--- src/rtl/mvpm_pkg.sv ---
package mvpm_pkg;

    localparam int VOICES_DEF        = 8;
    localparam int SAMPLE_FRAMES_DEF = 65536;

    // Field widths of the command and result words
    localparam int OP_W     = 3;
    localparam int VSEL_W   = 3;
    localparam int ADDR_W   = 16;
    localparam int LEN_W    = 17;
    localparam int POS_W    = 16;
    localparam int VOL_W    = 8;
    localparam int SAMPLE_W = 16;
    localparam int FRAME_W  = 2 * SAMPLE_W;
    localparam int MASK_W   = 8;

    // Counter width that covers the largest voice count plus one
    localparam int CNT_MAX_W = 6;

    // Gain arithmetic: gain = vol + (vol >= 128), product scaled by 1/256
    localparam int GAIN_W      = VOL_W + 1;
    localparam int GAIN_SHIFT  = 8;
    localparam int PROD_W      = SAMPLE_W + GAIN_SHIFT;
    localparam int PROD_FULL_W = SAMPLE_W + GAIN_W + 1;

    localparam logic [LEN_W-1:0] LEN_MAX = 17'd65536;

    localparam int SAMPLE_MIN = -32768;
    localparam int SAMPLE_MAX = 32767;

    typedef enum logic [OP_W-1:0] {
        OP_WRITE    = 3'd0,
        OP_PLAY     = 3'd1,
        OP_SET_VOL  = 3'd2,
        OP_STOP     = 3'd3,
        OP_TICK     = 3'd4,
        OP_STOP_ALL = 3'd5
    } t_op;

    typedef enum logic [3:0] {
        S_IDLE,
        S_REDUCE,
        S_WRITE,
        S_PLAY_SCAN,
        S_SIMPLE,
        S_TICK_SCAN,
        S_TICK_MUL_L,
        S_TICK_MUL_R,
        S_TICK_ACC_R,
        S_DONE
    } t_state;

    typedef struct packed {
        logic clear;
        logic mul_en;
        logic mul_right;
        logic acc_en;
        logic acc_right;
    } t_mac_ctrl;

    // One-hot finished bit for a voice slot; slots past the mask width are dropped
    function automatic logic [MASK_W-1:0] fin_bit(input logic [CNT_MAX_W-1:0] idx);
        logic [MASK_W-1:0] m;
        m = '0;
        if (idx < CNT_MAX_W'(MASK_W)) begin
            m[idx[2:0]] = 1'b1;
        end
        return m;
    endfunction

endpackage

--- src/rtl/mvpm_addr_mod.sv ---
// Reduce a frame address modulo the memory depth, one compare-subtract per cycle.
module mvpm_addr_mod #(
    parameter int SAMPLE_FRAMES = mvpm_pkg::SAMPLE_FRAMES_DEF
) (
    input  logic                              i_clk,
    input  logic                              i_rst_n,
    input  logic                              i_start,
    input  logic [mvpm_pkg::ADDR_W-1:0]       i_value,
    output logic                              o_done,
    output logic [$clog2(SAMPLE_FRAMES)-1:0]  o_rem
);

    localparam int MAW   = $clog2(SAMPLE_FRAMES);
    localparam int MAXQ  = ((1 << mvpm_pkg::ADDR_W) - 1) / SAMPLE_FRAMES;
    localparam int STEPS = (MAXQ == 0) ? 1 : $clog2(MAXQ + 1);
    localparam int SW    = (STEPS > 1) ? $clog2(STEPS) : 1;
    localparam int FW    = $clog2(SAMPLE_FRAMES + 1);
    localparam int DW    = ((FW > mvpm_pkg::ADDR_W) ? FW : mvpm_pkg::ADDR_W) + 1;
    localparam logic [DW-1:0] DIV_INIT  = DW'(SAMPLE_FRAMES) << (STEPS - 1);
    localparam logic [SW-1:0] STEP_LAST = SW'(STEPS - 1);

    logic          r_busy;
    logic [SW-1:0] r_step;
    logic [DW-1:0] r_rem;
    logic [DW-1:0] r_div;

    always_ff @(posedge i_clk) begin
        if (!i_rst_n) begin
            r_busy <= 1'b0;
        end else if (i_start) begin
            r_busy <= 1'b1;
        end else if (o_done) begin
            r_busy <= 1'b0;
        end
    end

    always_ff @(posedge i_clk) begin
        if (i_start) begin
            r_rem  <= DW'(i_value);
            r_div  <= DIV_INIT;
            r_step <= '0;
        end else if (r_busy) begin
            if (r_rem >= r_div) begin
                r_rem <= r_rem - r_div;
            end
            r_div  <= r_div >> 1;
            r_step <= r_step + SW'(1);
        end
    end

    // Remainder is final in the cycle after done
    assign o_done = r_busy && (r_step == STEP_LAST);
    assign o_rem  = r_rem[MAW-1:0];

endmodule

--- config.mk ---
export PLATFORM = sky130hd
export DESIGN_NAME = mvpm_addr_mod
export DESIGN_NICKNAME = d
export VERILOG_FILES = /design/src/rtl/mvpm_pkg.sv /design/src/rtl/mvpm_addr_mod.sv
export SDC_FILE = /design/constraint.sdc
export NUM_CORES = 1
export LEC_CHECK = 0
export BUFFER_PORTS_ARGS = -buffer_cell sky130_fd_sc_hd__buf_2
export CAP_MARGIN = 10
export CORE_MARGIN = 3
export CORE_UTILIZATION = 59
export CTS_BUF_LIST = sky130_fd_sc_hd__clkbuf_4 sky130_fd_sc_hd__clkbuf_8
export DETAILED_ROUTE_END_ITERATION = 6
export GPL_TIMING_DRIVEN = 0
export PLACE_DENSITY = 0.82
export SYNTH_ARGS = -nofsm -noshare
export SYNTH_HDL_FRONTEND = slang
export SYNTH_SLANG_ARGS = --single-unit
--- constraint.sdc ---
create_clock -name i_clk -period 3.32 [get_ports i_clk]
set_input_delay 0.996 -clock i_clk [delete_from_list [all_inputs] [get_ports i_clk]]
set_output_delay 0.996 -clock i_clk [all_outputs]
set_load 0.02 [all_outputs]
* Word-level counts from Yosys, hierarchy flattened
Index checks and enable logic that the tools add are counted.
Word-level totals: ROM bits 0, register bits 37, word-level logic and storage cells 20, bits in latches 0, bits in writable memories 0, input bits 19, output and inout port bits 17, memories 0
Operators by class: reduce and logical (&&, ||, !) cells 6, equal/unequal tests 0, $add $sub $neg 2, multipliers 0, muxes and demuxes 5, shift operators 0, div/mod/pow operators 0, $lt $le $gt $ge 1, bitwise operators 1
Operators with widths (count):
- $mux W16 | 3
- $ge A18 B17 Y1 | 1
- $sub A18 B17 Y18 | 1
- $reduce_bool A2 Y1 | 3
- $reduce_and A2 Y1 | 2
- $mux W1 | 2
- $add A1 B1 Y1 const B | 1
- $logic_and A1 B1 Y1 | 1
- $not A1 Y1 | 1

* Depth between registers and ports, before layout
depth after elaboration 4, mapped depth 9

* Worst setup path after synthesis
Ideal clock, no wire load.
kind register -> register, start point reg r_rem[0], end point reg r_rem[0], enable pin, path buffers 0, stages on the path, launching flop included 9, arrival 2.070 ns, library setup time 0.334 ns, setup slack 0.916 ns, period minus slack after synthesis 2.404 ns, cells stage by stage edfxtp_1 > inv_1 > ha_1 > fa_1 > nand2b_1 > a211oi_2 > o311ai_1 > a31oi_2 > or2_2
On the way: longest elaborated chain between the ends 3
RTL lines:
- from (decl) | RTL line mvpm_addr_mod.sv:24 | logic [DW-1:0] r_rem;
- from (signal assigned) | RTL line mvpm_addr_mod.sv:39 | r_rem <= DW'(i_value);
- from (signal assigned) | RTL line mvpm_addr_mod.sv:44 | r_rem <= r_rem - r_div;
- $ge A18 B17 Y1 | RTL line mvpm_addr_mod.sv:43 | if (r_rem >= r_div) begin
- $reduce_bool A2 Y1 (no line)
- $reduce_and A2 Y1 (no line)
No other way between the ends. A chain may end at the register's enable or synchronous reset.

* Final worst setup path
start point reg r_rem[0], end point reg r_rem[9], enable pin
The elaborated chain is that of the path after synthesis.

==> flow_summary.toml <==
[run_status]
status = "completed"

[setup_path]
critPathArrivalTime_ps = 2740
cpPeakStageDelay_ps = 460
crit_chain = "inv_1 > ha_1 > fa_1 > nand2b_1 > a211oi_2 > o311ai_1 > a31oi_2 > or2_2"
crit_fanout = 16
crit_slowest_cell = "or2_2"
path_class = "reg2reg"
cp_top_family = "compound AO/OA/AOI/OAI gates"
cp.required_ps = 3260
crit_path_start_kind = "register"
critical_path_buf_inv_count = 1
end_kind = "register"

[floorplan]
core_sq_mm = 0.00383
dieArea_sq_mm = 0.00496
die_height_microns = 70.4
rows = 22
die_width_microns = 70.4
ios = 36
start_util = 0.640

[power_and_ir_drop]
p_int_mw = 0.965
power_frac_comb = 0.341
p_sw_mw = 0.477
seqPwrFrac = 0.380
ir_drop_v = 0.000377
p_leak_nw = 1.18
clkPwrFrac = 0.279
p_per_area_mw_per_mm2 = 516
sw_frac_of_total = 0.331

[clock_tree]
cts_setup_buffers = 0
clk_path_buf_depth = 2
cts_root_buffer = "clkbuf_8"
clk_pin_slew_ps = 80
holdBufCountCts = 0
cts.htree.levels = 2
post_cts_resized = 0
cts_tree = "done"
clk_latency_ps = 290
cts_sinks = 37
cts_buffers = 5

[run]
maxCapViolations = 0

[global_route]
grt_use_total = 0.225
antenna_found_initial = 0
grt_max_degree = 17
grt_pass1_vias = 1918
grt_remaining_overflow = 0
grt_pass1_wl_mm = 8.93

[sta]
final.setup.tns_ps = 0
worst_pin_slew_ps = 617
finalSetupViolCount = 0
period_minus_slack_ps = 2800
fin_skew_ps = 1.78
max_freq_ghz = 0.357
rsz0062_at_grt = "no"
fin_crit_sh = 0.843
slew_viol_final = 0
hold_viol = 0
maxSlewHeadroom = 0.589

[layout]
final_util = 0.730
layout.area.seq_sq_um = 901
area_delta_synth_final_pct = 14.2
n_antenna_cell = 0
nets = 356
drive_gt1_frac = 0.206
multi_input_area_sq_mm = 0.00132
num-fill-cells = 282

[synthesis]
synth_nets = 314
synth-compound-area-share = 0.176
synthTopCellsByCount = "28 x nor2_1, 26 x nand2_1, 21 x dfxtp_1"
synth_top_family_by_area = "compound AO/OA/AOI/OAI gates"
netlist_top_cells_area = "edfxtp_1 20%, dfxtp_1 17%, ha_1 8.7%"
synth_top_area_cell = "edfxtp_1"
yosys_warnings = 0
ys.flop_type = "dfxtp_1"
synthMuxAreaShare = 0.0700
syn_inst = 277
synth_simple_gate_area_share = 0.149
synthAdderAreaFrac = 0.0951
synth-seq-area-share = 0.368
async_flop_share = 0
synth_area_sq_mm = 0.00245
yosysMostFrequentCell = "nor2_1"
synth-xor-area-share = 0.0465
synth.ff_latch_count = 37
synth_top_area_share = 0.196
synthDistinctLibCells = 49
postSynthAreaPerCell_sq_um = 8.84
synth-edff-count = 16

[route]
firstDrtPassIters = 5
viasPerCell = 5.64
drt_wl_total_mm = 5.37
drtIter0Drc = 196
vias = 2076
ant_nets = 0
drcViolationCount = 0
wire_per_inst_microns = 14.6

[place]
gp_congestion = 0.852
hpwl_mm = 4.05
port-buffer-count = 35

[hold_path]
hold_path_class = "reg2reg"
[cell usage in the layout, fill, tap and decap left out, drive strengths merged, types with 4 or more instances in the layout]
cell type / synthesis / final
ha: 17 / 17
xnor2: 5 / 5
dfxtp: 21 / 21
o31ai: 4 / 4
inv: 20 / 20
edfxtp: 16 / 16
a21oi: 18 / 18
xor2: 8 / 8
mux2i: 16 / 16
clkbuf: 5 / 11
a21o: 6 / 6
nand3: 4 / 4
o21ai: 21 / 21
nand2: 26 / 26
nor2: 28 / 28
buf: 19 / 54
[sequential cells by signal, summed over array words and instances (netlist names)]
name and flops:
r_busy 1, r_rem 18, r_div 17, r_step 1
[worst paths after layout]
| kind | end | depth (start not counted) | from | slack [ps] |
|---|---|---|---|---|
| max | r_rem[9] | 8 | r_rem[0] | 520 |
| min | r_div[15] | 2 | r_div[16] | 510 |
| max reg2reg | r_rem[9] | 8 | r_rem[0] | 520 |
| min reg2reg | r_div[15] | 2 | r_div[16] | 510 |
[power groups by stage]
stage          Clock, mW  Combinational (mW)  Sequential [mW]
2_1_floorplan          0               0.380            0.549
3_3_place_gp           0               0.473            0.556
5_1_grt            0.414               0.543            0.552
4_1_cts            0.400               0.487            0.548
3_5_place_dp           0               0.482            0.557
6_report           0.402               0.491            0.548
[through the flow]
| stage | hold WS [ps] | setup WS [ps] | std cells | power, mW | area, sq um |
|---|---|---|---|---|---|
| after global placement | 480 | 605 | 360 | 1.03 | 2680 |
| after CTS | 501 | 546 | 368 | 1.43 | 2790 |
| after detailed placement | 493 | 584 | 360 | 1.04 | 2680 |
| after floorplan | 464 | 916 | 277 | 0.929 | 2450 |
| after global routing | 545 | 317 | 368 | 1.51 | 2790 |
| final | 506 | 522 | 368 | 1.44 | 2790 |
[kinds of logic after synthesis]
logic type / Yosys count
AO/OA/AOI/OAI: 67
XOR/XNOR: 13
adder cells (fa/ha/maj): 18
buffers and inverters: 45
flip-flops: 37
multiplexers: 17
AND/OR/NAND/NOR: 80
[metal layers]
layer	track usage	up-vias	wire length, microns
met4	0.0489	0	63
met1	0.336	937	2480
met2	0.337	93	2410
li1	-	1037	-
met5	0	-	0
met3	0.0417	9	417
[cell type report]
cell class                      count  share of cell area
Multi-Input combinational cell    195               0.471
Sequential cell                    37               0.322
Timing Repair Buffer               35              0.0627
Buffer                             24              0.0546
Inverter                           21              0.0282
Clock buffer                        6              0.0273
Tap cell                           48              0.0215
Clock inverter                      2              0.0125
[worst min-delay path: stages, from the launching register on]
cell     delay (ps)
dfxtp_1         330
mux2i_1          70
nor2_1           70
Note: power is estimated with default switching activity, not from simulation.
