File: src/rtl/mvpm_pkg.sv
package mvpm_pkg;

    localparam int VOICES_DEF        = 8;
    localparam int SAMPLE_FRAMES_DEF = 65536;

    // Field widths of the command and result words
    localparam int OP_W     = 3;
    localparam int VSEL_W   = 3;
    localparam int ADDR_W   = 16;
    localparam int LEN_W    = 17;
    localparam int POS_W    = 16;
    localparam int VOL_W    = 8;
    localparam int SAMPLE_W = 16;
    localparam int FRAME_W  = 2 * SAMPLE_W;
    localparam int MASK_W   = 8;

    // Counter width that covers the largest voice count plus one
    localparam int CNT_MAX_W = 6;

    // Gain arithmetic: gain = vol + (vol >= 128), product scaled by 1/256
    localparam int GAIN_W      = VOL_W + 1;
    localparam int GAIN_SHIFT  = 8;
    localparam int PROD_W      = SAMPLE_W + GAIN_SHIFT;
    localparam int PROD_FULL_W = SAMPLE_W + GAIN_W + 1;

    localparam logic [LEN_W-1:0] LEN_MAX = 17'd65536;

    localparam int SAMPLE_MIN = -32768;
    localparam int SAMPLE_MAX = 32767;

    typedef enum logic [OP_W-1:0] {
        OP_WRITE    = 3'd0,
        OP_PLAY     = 3'd1,
        OP_SET_VOL  = 3'd2,
        OP_STOP     = 3'd3,
        OP_TICK     = 3'd4,
        OP_STOP_ALL = 3'd5
    } t_op;

    typedef enum logic [3:0] {
        S_IDLE,
        S_REDUCE,
        S_WRITE,
        S_PLAY_SCAN,
        S_SIMPLE,
        S_TICK_SCAN,
        S_TICK_MUL_L,
        S_TICK_MUL_R,
        S_TICK_ACC_R,
        S_DONE
    } t_state;

    typedef struct packed {
        logic clear;
        logic mul_en;
        logic mul_right;
        logic acc_en;
        logic acc_right;
    } t_mac_ctrl;

    // One-hot finished bit for a voice slot; slots past the mask width are dropped
    function automatic logic [MASK_W-1:0] fin_bit(input logic [CNT_MAX_W-1:0] idx);
        logic [MASK_W-1:0] m;
        m = '0;
        if (idx < CNT_MAX_W'(MASK_W)) begin
            m[idx[2:0]] = 1'b1;
        end
        return m;
    endfunction

endpackage

File: src/rtl/mvpm_mac.sv
// Shared multiply-accumulate: one multiplier, product register, left/right sums.
module mvpm_mac #(
    parameter int VOICES = mvpm_pkg::VOICES_DEF
) (
    input  logic                                i_clk,
    input  mvpm_pkg::t_mac_ctrl                 i_ctrl,
    input  logic        [mvpm_pkg::FRAME_W-1:0]  i_frame,
    input  logic        [mvpm_pkg::VOL_W-1:0]    i_volume,
    output logic signed [mvpm_pkg::SAMPLE_W-1:0] o_left,
    output logic signed [mvpm_pkg::SAMPLE_W-1:0] o_right
);

    localparam int SW    = mvpm_pkg::SAMPLE_W;
    localparam int PW    = mvpm_pkg::PROD_W;
    localparam int ACC_W = SW + $clog2(VOICES) + 1;
    localparam logic signed [ACC_W-1:0] LIM_LO = ACC_W'(mvpm_pkg::SAMPLE_MIN);
    localparam logic signed [ACC_W-1:0] LIM_HI = ACC_W'(mvpm_pkg::SAMPLE_MAX);
    localparam logic [PW-1:0] ROUND = PW'((1 << mvpm_pkg::GAIN_SHIFT) - 1);

    logic        [mvpm_pkg::GAIN_W-1:0]      w_gain;
    logic signed [SW-1:0]                    w_sample;
    logic signed [mvpm_pkg::PROD_FULL_W-1:0] w_prod_full;
    logic signed [PW-1:0]                    r_prod;
    logic        [PW-1:0]                    w_round;
    logic signed [SW-1:0]                    w_scaled;
    logic signed [ACC_W-1:0]                 r_acc_l;
    logic signed [ACC_W-1:0]                 r_acc_r;

    function automatic logic signed [SW-1:0] clamp(input logic signed [ACC_W-1:0] a);
        logic signed [SW-1:0] c;
        if (a < LIM_LO) begin
            c = LIM_LO[SW-1:0];
        end else if (a > LIM_HI) begin
            c = LIM_HI[SW-1:0];
        end else begin
            c = a[SW-1:0];
        end
        return c;
    endfunction

    assign w_gain      = {1'b0, i_volume} + mvpm_pkg::GAIN_W'(i_volume[mvpm_pkg::VOL_W-1]);
    assign w_sample    = i_ctrl.mul_right ? i_frame[mvpm_pkg::FRAME_W-1:SW] : i_frame[SW-1:0];
    assign w_prod_full = w_sample * $signed({1'b0, w_gain});

    // Truncate toward zero: bias negative products before the arithmetic shift
    assign w_round  = r_prod + (r_prod[PW-1] ? ROUND : '0);
    assign w_scaled = w_round[PW-1:mvpm_pkg::GAIN_SHIFT];

    always_ff @(posedge i_clk) begin
        if (i_ctrl.mul_en) begin
            r_prod <= w_prod_full[PW-1:0];
        end
    end

    always_ff @(posedge i_clk) begin
        if (i_ctrl.clear) begin
            r_acc_l <= '0;
            r_acc_r <= '0;
        end else if (i_ctrl.acc_en) begin
            if (i_ctrl.acc_right) begin
                r_acc_r <= r_acc_r + ACC_W'(w_scaled);
            end else begin
                r_acc_l <= r_acc_l + ACC_W'(w_scaled);
            end
        end
    end

    assign o_left  = clamp(r_acc_l);
    assign o_right = clamp(r_acc_r);

endmodule

File: config.mk
export PLATFORM = sky130hd
export DESIGN_NAME = mvpm_mac
export DESIGN_NICKNAME = d
export VERILOG_FILES = /design/src/rtl/mvpm_pkg.sv /design/src/rtl/mvpm_mac.sv
export SDC_FILE = /design/constraint.sdc
export NUM_CORES = 1
export LEC_CHECK = 0
export ABC_AREA = 1
export BUFFER_PORTS_ARGS = -buffer_cell sky130_fd_sc_hd__buf_2
export CAP_MARGIN = 30
export CORE_UTILIZATION = 50
export CTS_CLUSTER_SIZE = 8
export DETAILED_ROUTE_END_ITERATION = 10
export PLACE_DENSITY = 0.68
export SLEW_MARGIN = 10
export SYNTH_ARGS = -nofsm -noshare
export SYNTH_HDL_FRONTEND = slang
export SYNTH_SLANG_ARGS = --single-unit
File: constraint.sdc
create_clock -name i_clk -period 7.2 [get_ports i_clk]
set_input_delay 0.36 -clock i_clk [delete_from_list [all_inputs] [get_ports i_clk]]
set_output_delay 0.36 -clock i_clk [all_outputs]
set_load 0.03 [all_outputs]
Yosys cells after proc, flatten, opt, wreduce, memory -nomap -nowiden. Cells that the tools add are included.

Muxes and demuxes: 6. Add/sub/neg operators: 4. $mul: 1. Reduce and logical (&&, ||, !) cells: 2. Bitwise operators: 1. Magnitude comparators: 4.

Operators with widths (number): 16-bit 2-to-1 mux (5); 20-bit by 16-bit adder with 20-bit output (2); 20-bit by 16-bit greater-than comparator with 1-bit output (second input constant) (2); 20-bit by 16-bit < comparator with 1-bit output (second input constant) (2); 24-bit by 8-bit adder with 24-bit output (1); 16-bit by 10-bit multiplier with 24-bit output (1); 8-bit by 1-bit adder with 9-bit output (1); 8-bit 2-to-1 mux (1); 2-bit AND reduction (2); 1-bit NOT (1).

Word-level logic and storage cells: 21. Output and inout bits: 32. Bits in registers: 64. Input bits: 46.

Depth between registers and ports, before layout. Gate-level depths: netlist (run 1).

Word-level depth: 3. Mapped depth: 29. Depth with buffers taken out: 28.

Least setup slack after synthesis (run 1). No wires, ideal clock.

Path kind: input to register. Start point: in i_volume[0] in the netlist's numbering. End point: reg r_prod[13] (data pin). Path buffers: 1. Required time: 6.938 ns. Path slack: 1.624 ns. Arrival time: 5.314 ns. Library setup time: 0.262 ns. Stages: 25. Path through: ha_1 > ha_1 > nand2_1 > inv_1 > nor2_1 > clkbuf_1 > nand2_1 > fa_1 > inv_1 > fa_1 > inv_1 > fa_1 > inv_1 > fa_1 > inv_1 > fa_1 > inv_1 > ha_1 > a21oi_1 > nor2_1 > nor2_1 > nand2_1 > a31oi_1 > o21bai_1 > xor2_1.

Longest elaborated chain between the ends: 2.

Ends and longest elaborated chain: from (decl) (line mvpm_mac.sv:8) `input logic [mvpm_pkg::VOL_W-1:0] i_volume,`; 8-bit by 1-bit adder with 9-bit output (line mvpm_mac.sv:41) `assign w_gain = {1'b0, i_volume} + mvpm_pkg::GAIN_W'(i_volume[mvpm_pkg::VOL_W-1]);`; 16-bit by 10-bit multiplier with 24-bit output (line mvpm_mac.sv:43) `assign w_prod_full = w_sample * $signed({1'b0, w_gain});`; net w_prod_full, one bit (line mvpm_mac.sv:22) `logic signed [mvpm_pkg::PROD_FULL_W-1:0] w_prod_full;`; to (signal assigned) (line mvpm_mac.sv:51) `r_prod <= w_prod_full[PW-1:0];`; to (decl) (line mvpm_mac.sv:23) `logic signed [PW-1:0] r_prod;`.

The timed path passes the listed nets, and every way through them passes these cells. A chain may end at the register's enable or synchronous reset.

Worst setup path in the final report (run 1).
Start point: in i_volume[7] in the netlist's numbering. End point: reg r_prod[23] (data pin).

The elaborated chain is that of the path after synthesis.

==> run metrics, run 1 <==
vias in the first global route 9591; worst-skew pair later-pin latency 0.34 ns; syn_nets 1788; root buf cell clkbuf_16; Tightest Pin Transition 0.740 ns; initial core utilization 50.9%; DR DRC count 0; EDFF count, synth 24; I/O pin count 78; core footprint 21000 um^2; Final Hold Viols 0; Max-slew headroom 50.6%; Clock Skew 0.00860 ns; CTS Buf Count 9; Iter 0 DRT Violations 325; Slew Limit Fails 0; Row Count 53; Antenna Violating Nets Remaining 0; Worst Setup End Kind flop; fmax 171 MHz; 1st-pass router iterations 5; Setup Viol. Count Final 0; CP max stage delay 0.59 ns; GRT Util Overall 25.5%; Tcrit/Tclk final 81.3%; Critical Path RT 7.29 ns; overall power 5.02 mW; Synth async-reset ratio 0%; mapped cell area 10700 um^2; cell area power density 431 nW/um^2; WL final 26.5 mm; CTS tree done; Longest Clk Path Bufs 2; largest net degree at the start of global routing 33; Unique masters post-synth 43; flops & latches, synth 64; worst path arrival time 5.95 ns; Leakage 6.36 nW; CP most frequent cell inv_1; post-CTS setup buffers 0; clk slew on worst S/H paths 0.05 ns; share of post-route cells with drive strength above 1 8.20%; maxcap violations 0; H-tree levels 3; gr ovfl total 0; cts repair resizes 0; IO Port Bufs 77; Post-synth top flop dfxtp_1; Buf/Inv on CP 9; CP max stage cell fa_1; RSZ-0062 raised after global routing false; TNS Setup 0 ns; global-route wire length before repair 44.9 mm; worst hold path type in -> reg; Chip Width 148 um; delay-heaviest family, CP adder cells; cell count after synthesis 1525; vias per cell 5.12; Worst IR Drop VDD 0.000164 V; register area share after synthesis 14.2%; Fillers 2080; clock sinks 64; hold buffers post-CTS 0; diode count 0; CP Launch Type primary input; Synthesis Warnings 0; critical path fanouts, max 10; Die H 148 um; die area 22000 um^2; antenna violations before repair 0; Avg Inst Size Synth 7.01 um^2; routed len/inst 14.2 um; Post-DP HPWL 22.5 mm; Final nets 1856; Via Count 9582; Crit Path Category in -> reg; Final Critical Period 5.85 ns; Final Wtd Congestion 0.944; area grow syn2layout 9.08%; outcome complete, no violations
-- power by group --
part | total, mW | switching [mW] | internal [mW] | leakage, nW
Clock | 0.441 | 0.173 | 0.268 | 0.138
Combinational | 3.89 | 2.46 | 1.43 | 5.65
Sequential | 0.694 | 0.0910 | 0.603 | 0.565
-- cells in the final DEF, fill, tap and decap left out, types with 7 or more instances in the layout --
master and instances:
o21bai_1 7, clkbuf_16 9, xor2_1 32, nor2_1 182
fa_1 117, o21ai_1 23, nand2_1 305, a21o_1 10
inv_1 330, nand3_1 65, nand4_1 18, ha_1 100
buf_2 78, inv_2 9, a21oi_1 90, xnor2_1 20
dfxtp_1 40, o211ai_1 7, edfxtp_1 24, o21ai_0 71
-- layout make-up --
type	count	area, um^2	share of cell area (%)
clock buffer	9	225	1.93
clock inverter	7	71.3	0.611
inverter	340	1280	10.9
multi-input combinational	1094	7790	66.8
sequential	64	1520	13.0
tap	275	344	2.95
timing repair buffer	84	435	3.73
-- metrics by stage --
stage | cell area, um^2 | setup WS (ns) | hold WS [ns] | cells | util, %
floorplan | 10700 | 1.62 | 0.443 | 1525 | -
global placement | 11300 | 1.10 | 0.460 | 1853 | 54.0
detailed placement | 11400 | 0.953 | 0.467 | 1857 | 54.1
CTS | 11700 | 1.31 | 0.442 | 1873 | 55.5
global route | 11700 | 0.829 | 0.499 | 1873 | 55.5
finish | 11700 | 1.35 | 0.453 | 1873 | 55.5
-- worst min-delay path: stages --
cell and delay, ns:
buf_2 0.09, nor2_2 0.14, a21oi_1 0.15
-- logic make-up (layout without fill, tap and decap cells) --
| kind of cell | count (synthesis) | in the layout | share of synthesized area [%] |
|---|---|---|---|
| flip-flops | 64 | 64 | 14.2 |
| AO/OA/AOI/OAI | 229 | 229 | 12.1 |
| adder cells (fa/ha/maj) | 217 | 217 | 33.6 |
| AND/OR/NAND/NOR | 595 | 595 | 22.8 |
| buffers and inverters | 367 | 440 | 12.9 |
| XOR/XNOR | 53 | 53 | 4.41 |
-- worst paths after layout --
check        depth (start not counted)                       end  slack (ns)               startpoint
max                                 28      r_prod[23]$_DFFE_PP_        1.35              i_volume[7]
min                                  3   r_acc_l[2]$_SDFFE_PP0P_        0.45                i_ctrl[0]
max reg2reg                         21  r_acc_l[13]$_SDFFE_PP0P_        3.36     r_prod[23]$_DFFE_PP_
min reg2reg                          2   r_acc_r[0]$_SDFFE_PP0P_        0.47  r_acc_r[0]$_SDFFE_PP0P_
-- layer usage --
layer,vias to the layer above,wire length [um],track usage [%]
met5,-,0,0
met4,0,1010,10.3
met3,63,960,1.72
met2,220,13200,46.6
met1,4425,11300,31.2
li1,4874,-,-
-- state kept, by name, indices dropped and copies added, names as in the netlist --
register and flops:
r_acc_r 20, r_prod 24, r_acc_l 20
-- cells in the mapped netlist (20+ instances only) --
library cell | instances | share of area (%)
inv_1 | 330 | 12
nand2_1 | 305 | 11
nor2_1 | 182 | 6.4
fa_1 | 117 | 22
ha_1 | 100 | 12
a21oi_1 | 90 | 4.2
o21ai_0 | 71 | 3.3
nand3_1 | 65 | 3.0
dfxtp_1 | 40 | 7.5
xor2_1 | 32 | 2.6
edfxtp_1 | 24 | 6.7
o21ai_1 | 23 | 1.1
clkbuf_1 | 22 | 0.77
xnor2_1 | 20 | 1.6
(Power assumes the default switching activity.)
==> run 2: changes to the inputs <==
--- a/config.mk
+++ b/config.mk
@@ -5,13 +5,13 @@
 export SDC_FILE = /design/constraint.sdc
 export NUM_CORES = 1
 export LEC_CHECK = 0
-export ABC_AREA = 1
+export ABC_AREA = 0
 export BUFFER_PORTS_ARGS = -buffer_cell sky130_fd_sc_hd__buf_2
 export CAP_MARGIN = 30
 export CORE_UTILIZATION = 50
 export CTS_CLUSTER_SIZE = 8
 export DETAILED_ROUTE_END_ITERATION = 10
-export PLACE_DENSITY = 0.68
+export PLACE_DENSITY = 0.71
 export SLEW_MARGIN = 10
 export SYNTH_ARGS = -nofsm -noshare
 export SYNTH_HDL_FRONTEND = slang
==> constraint.sdc (replaced) <==
create_clock -name i_clk -period 4.85 [get_ports i_clk]
set_input_delay 0.2425 -clock i_clk [delete_from_list [all_inputs] [get_ports i_clk]]
set_output_delay 0.2425 -clock i_clk [all_outputs]
set_load 0.03 [all_outputs]
==> run 2 against run 1 <==
Net effect: the flow now finishes with violations (setup timing); non-clock buffer count rose by 164; global-route usage fell by 0.50 points; count of clock-buffer cells in the layout did not move; register-to-register slack got worse by 3.0 ns; synthesized cell count fell by 23%; first-iteration DRC count rose by 25%.
==> run metrics, run 2 <==
outcome finished, violations left; failing checks setup timing; Worst Slack Setup Final -0.554 ns (-1.90 ns); worst-skew pair later-pin latency 0.33 ns (about the same); met1 GRT Util 30.6% (-0.54 points); routed len/inst 15.1 um (+6.4%); clk slew on worst S/H paths 0.06 ns (about the same); mapped cell area 10000 um^2 (-6.4%); Final Hold Viols 0 (unchanged); 1st-pass router iterations 5 (unchanged); critical path fanouts, max 5 (-5); Antenna Violating Nets Remaining 0 (unchanged); count leader, synth inv_1; initial core utilization 51.3% (+0.39 points); CTS Buf Count 9 (unchanged); Die H 144 um (-3.2%); Slew Limit Fails 0 (unchanged); gr ovfl total 0 (unchanged); hold buffers post-CTS 0 (unchanged); Final Critical Period 5.40 ns; met3 GRT Util 2.73% (+1.0 points); R2R depth 18 (-14%); largest net degree at the start of global routing 46 (+39%); CTS tree done; Iter 0 DRT Violations 406 (+25%); vias per cell 5.30 (+3.7%); delay-heaviest family, CP adder cells; IO Port Bufs 77 (unchanged); CP Launch Type primary input; flops & latches, synth 64 (unchanged); top cell type's share of synthesized area 23.4% (+1.5 points); EDFF count, synth 24 (unchanged); DR DRC count 0 (unchanged); gr busiest metal met2; Setup Viol. Count Final 11 (+11); number of flip-flops under the largest register name 24 (unchanged); H-tree levels 3 (unchanged); share of post-route cells with drive strength above 1 27.6% (+19 points); Synth top cells by count inv_1, nand2_1, fa_1; Longest Clk Path Bufs 2 (unchanged); cell taking the most area after synthesis fa_1; fmax 185 MHz; Clock Skew 0.00926 ns (+0.000660 ns); Largest regs r_prod (24), r_acc_l (20), r_acc_r (20); diode count 0 (unchanged); clock sinks 64 (unchanged); post-layout util 66.3% (+11 points); area grow syn2layout 29.2%; stages on the worst setup path 25 (-11%); CP max stage cell fa_1; Chip Width 144 um (-3.2%); cell area power density 810 nW/um^2 (+88%); vias in the first global route 8765 (-8.6%); maxcap violations 0 (unchanged); WL final 25.1 mm (-5.2%); Reg with most FFs r_prod; met2 GRT Util 45.9% (-0.66 points); Row Count 51 (-3.8%); syn_nets 1433 (-20%); Cell Area, Placed 12000 um^2 (+5.8%); Critical Path RT 5.01 ns (-2.28 ns); pre-CTS setup slack -0.860 ns (-1.81 ns); Final Wtd Congestion 0.917 (-2.8%); Max-slew headroom 38.6% (-12 points); Final nets 1662 (-10%); register area share after synthesis 15.2% (+0.97 points); antenna violations before repair 0 (unchanged); CP most frequent cell fa_1; Tightest Pin Transition 0.919 ns (+0.179 ns); RSZ-0062 raised after global routing true; core footprint 19500 um^2 (-7.1%); top cells by area, synth fa_1, ha_1, dfxtp_1; root buf cell clkbuf_16; commonest non-fill, non-tap cell in the layout buf_4; Avg Inst Size Synth 8.56 um^2 (+22%); Post-DP HPWL 20.0 mm (-11%); cell count after synthesis 1170 (-23%); overall power 10.5 mW (+110%); Unique masters post-synth 70 (+63%); global-route wire length before repair 40.6 mm (-9.5%); GRT Util Overall 25.0% (-0.50 points); die area 20600 um^2 (-6.3%); worst hold path type in -> reg; Worst IR Drop VDD 0.000405 V (+150%); Synth async-reset ratio 0% (unchanged); most frequent cells in the layout buf_4, inv_1, nand2_1; Hold Crit Depth 1 (-2); worst hold margin 0.414 ns (-0.0393 ns); Worst Setup End Kind flop; Crit Path Category in -> reg; I/O pin count 78 (unchanged); Via Count 8853 (-7.6%); Post-synth top flop dfxtp_1; CP max stage delay 0.53 ns (-0.06 ns); final instance area 12900 um^2 (+11%); worst path arrival time 5.56 ns (-0.39 ns); Tcrit/Tclk final 111%; Buf/Inv on CP 6 (-3); Leakage 6.43 nW (+1.2%); Synthesis Warnings 0 (unchanged)
-- run 2: cell types whose count changed after synthesis, sizes merged, moves of 36 or more --
cell / previous run / this run
inv: 339 / 154
o21ai: 97 / 22
nand2: 308 / 150
a21o: 10 / 46
xnor2: 20 / 56
nor2: 185 / 112
nand3: 67 / 29
-- run 2: what timing repair did --
| action | in CTS | in global routing |
|---|---|---|
| setup endpoints to repair | 11 | 18 |
| buffers inserted | 14 | 13 |
| gates resized for setup | 34 | 47 |
| endpoints found under the hold margin | 0 | 0 |
| pin swaps | 25 | 35 |
-- run 2: layout make-up --
cell class,instances,area [um^2]
timing repair buffer,248,1780
multi-input combinational,922,8470
fill,1582,6590
inverter,154,578
clock buffer,9,225
tap,265,332
sequential,64,1520
clock inverter,7,38.8
-- run 2: final timing paths --
kind	slack, ns	end	from
max reg2reg	0.34	r_acc_l[19]$_SDFFE_PP0P_	r_prod[23]$_DFFE_PP_
min reg2reg	0.48	r_acc_l[6]$_SDFFE_PP0P_	r_acc_l[6]$_SDFFE_PP0P_
max	-0.55	r_prod[23]$_DFFE_PP_	i_volume[7]
min	0.41	r_prod[2]$_DFFE_PP_	i_ctrl[3]
-- run 2: kinds of logic after synthesis --
kind of cell	share of synthesized area, %
compound gates	13.4
xor+xnor	6.74
fa+ha+maj	35.9
buf+inv	6.92
flops	15.2
mux	3.37
simple gates	18.5
-- run 2: per-stage QoR --
step	instances	setup TNS (ns)
global placement	1624	-6.92
CTS	1654	-2.43
floorplan	1170	-2.87
global route	1669	-5.76
detailed placement	1624	-8.02
finish	1669	-3.30
-- run 2: where the power goes --
part	internal, mW	switching (mW)
Clock	0.339	0.233
Combinational	4.16	4.61
Sequential	0.966	0.177
Total	5.46	5.02
-- run 2: worst reg2reg max path, stage by stage, from the launching register on --
cell and delay (ns):
edfxtp_1 0.35, buf_4 0.18, ha_1 0.34, a2111oi_2 0.33, nand2_1 0.15, o22ai_4 0.26, nor2_1 0.13, and3_1 0.25
nand4_1 0.12, xnor2_1 0.22, ha_1 0.36, a21oi_1 0.21, o21ai_0 0.15, a31oi_1 0.25, o211ai_2 0.15, a41o_1 0.31
and3b_2 0.22, nor4_2 0.24, o2111ai_1 0.14
-- run 2: metal layers --
| layer | vias up | routed length, um |
|---|---|---|
| li1 | 4368 | - |
| met1 | 4215 | 10900 |
| met2 | 227 | 12700 |
| met3 | 43 | 885 |
| met4 | 0 | 633 |
| met5 | - | 0 |
==> run 3: changes to the inputs <==
==> constraint.sdc (replaced) <==
create_clock -name i_clk -period 4.85 [get_ports i_clk]
set_input_delay 0.7275 -clock i_clk [delete_from_list [all_inputs] [get_ports i_clk]]
set_output_delay 0.7275 -clock i_clk [all_outputs]
set_load 0.03 [all_outputs]
==> run 3 against run 2 <==
Net effect: the flow still finishes with violations (setup timing); die area unchanged; final area up 0.12%; sequential share of layout area is essentially flat; count of clock-buffer cells in the layout rose by 3; final cell count is 0.30% higher; sequential cell count is the same; combinational power rose by 2.3%; total power is 2.6% higher; utilization is 0.077 points higher; sequential power about the same; clock power rose by 12%; clock skew shrank 0.0013 ns.
==> run metrics, run 3 (synthesis results as in run 2) <==
Fillers 1594 (+0.76%); 1st-pass router iterations 6 (+1); Tightest Pin Transition 0.877 ns (-0.0423 ns); cell area power density 830 nW/um^2 (+2.5%); Critical Path RT 4.93 ns (-0.08 ns); Final Hold Viols 0 (unchanged); Iter 0 DRT Violations 345 (-15%); global-route wire length before repair 42.3 mm (+4.0%); worst path arrival time 5.90 ns (+0.34 ns); CTS Buf Count 9 (unchanged); clk slew on worst S/H paths 0.05 ns (about the same); Post-DP HPWL 20.5 mm (+2.6%); Setup Viol. Count Final 16 (+5); H-tree levels 3 (unchanged); area grow syn2layout 29.4%; initial core utilization 51.3% (unchanged); worst-skew pair later-pin latency 0.34 ns (about the same); DR DRC count 0 (unchanged); clock sinks 64 (unchanged); maxcap violations 0 (unchanged); Final nets 1667 (+0.30%); WL final 25.5 mm (+1.3%); Max-slew headroom 41.5% (+3.0 points); Worst IR Drop VDD 0.000455 V (+12%); Worst Setup End Kind flop; Cell Area, Placed 12200 um^2 (+0.98%); largest net degree at the start of global routing 46 (unchanged); count of non-filler cells in the finished layout 1674 (+0.30%); RSZ-0062 raised after global routing true; final instance area 13000 um^2 (+0.12%); Clock Skew 0.00799 ns (-0.00127 ns); core footprint 19500 um^2 (unchanged); Reg with most FFs r_prod; gr ovfl total 0 (unchanged); IO Port Bufs 77 (unchanged); failing checks setup timing; Die H 144 um (unchanged); Leakage 6.47 nW (+0.63%); antenna violations before repair 0 (unchanged); commonest non-fill, non-tap cell in the layout buf_4; Via Count 8976 (+1.4%); diode count 0 (unchanged); CP Launch Type primary input; critical path fanouts, max 7 (+2); Largest regs r_prod (24), r_acc_l (20), r_acc_r (20); Chip Width 144 um (unchanged); Slew Limit Fails 0 (unchanged); number of flip-flops under the largest register name 24 (unchanged); Antenna Violating Nets Remaining 0 (unchanged); vias in the first global route 9123 (+4.1%); most frequent cells in the layout buf_4, nand2_1, inv_1; share of post-route cells with drive strength above 1 28.2% (+0.54 points); Inst Count DP 1634 (+0.62%); CTS tree done; fmax 172 MHz (-7.0%); vias per cell 5.36 (+1.1%); Final Wtd Congestion 0.933 (+1.8%); Final Critical Period 5.81 ns (+0.409 ns); Tcrit/Tclk final 120% (+8.4 points); root buf cell clkbuf_16; TNS Setup -10.41 ns (-7.12 ns); worst hold path type reg -> reg; Worst Slack Setup Final -0.963 ns (-0.409 ns); worst hold margin 0.480 ns (+0.0655 ns); GRT Util Overall 26.0% (+0.98 points); Longest Clk Path Bufs 2 (unchanged); Row Count 51 (unchanged); I/O pin count 78 (unchanged); die area 20600 um^2 (unchanged); overall power 10.8 mW (+2.6%); routed len/inst 15.2 um (+1.0%); Crit Path Category in -> reg; outcome finished, violations left
## run 3: final cells by class
type                       instances  area (um^2)  area share, %
tap                              265          332           2.56
sequential                        64         1520           11.7
inverter                         154          581           4.48
multi-input combinational        922         8430           65.0
timing repair buffer             253         1800           13.9
clock buffer                      12          246           1.90
clock inverter                     4         43.8          0.338
## run 3: what timing repair did
item,in CTS,in global routing
hold buffers,0,0
pin swaps,35,6
gates resized for setup,44,31
buffers inserted,14,8
endpoints found under the setup margin,16,21
## run 3: where the power goes
group	internal (mW)	switching (mW)
sequential	0.965	0.174
clock	0.408	0.231
combinational	4.22	4.76
## run 3: metal layers
metal	routed length, um	up-vias	global-route usage, %
li1	-	4394	-
met1	11100	4291	31.9
met2	12600	245	46.6
met3	953	46	2.73
met4	816	0	10.3
met5	0	-	0
## run 3: path summary, 6_finish.rpt
kind / depth (start not counted) / to / slack (ns) / start
hold reg to reg: 2 / r_acc_l[6]$_SDFFE_PP0P_ / 0.48 / r_acc_l[6]$_SDFFE_PP0P_
hold / removal: 2 / r_acc_l[6]$_SDFFE_PP0P_ / 0.48 / r_acc_l[6]$_SDFFE_PP0P_
setup / recovery: 23 / r_prod[21]$_DFFE_PP_ / -0.96 / i_volume[0]
setup reg to reg: 18 / r_acc_l[19]$_SDFFE_PP0P_ / 0.23 / r_prod[23]$_DFFE_PP_
## run 3: metrics by stage
step / setup WS [ns] / utilization (%)
floorplan: -0.992 / -
global placement: -1.30 / 62.2
detailed placement: -1.39 / 62.2
CTS: -0.859 / 65.4
global route: -1.12 / 66.3
finish: -0.963 / 66.3
## run 3: worst max-delay path, stage by stage
cell	delay, ns
buf_8	0.10
ha_4	0.16
ha_4	0.18
nand2_4	0.12
xor2_4	0.28
nor2_1	0.09
fa_1	0.40
fa_1	0.55
fa_1	0.51
fa_1	0.49
inv_1	0.05
fa_1	0.52
inv_1	0.06
ha_4	0.17
a21o_1	0.21
a31oi_4	0.17
buf_4	0.15
a2bb2oi_4	0.17
o311ai_4	0.13
nand4_1	0.17
nand3b_1	0.12
a211oi_1	0.27
nor2_1	0.08
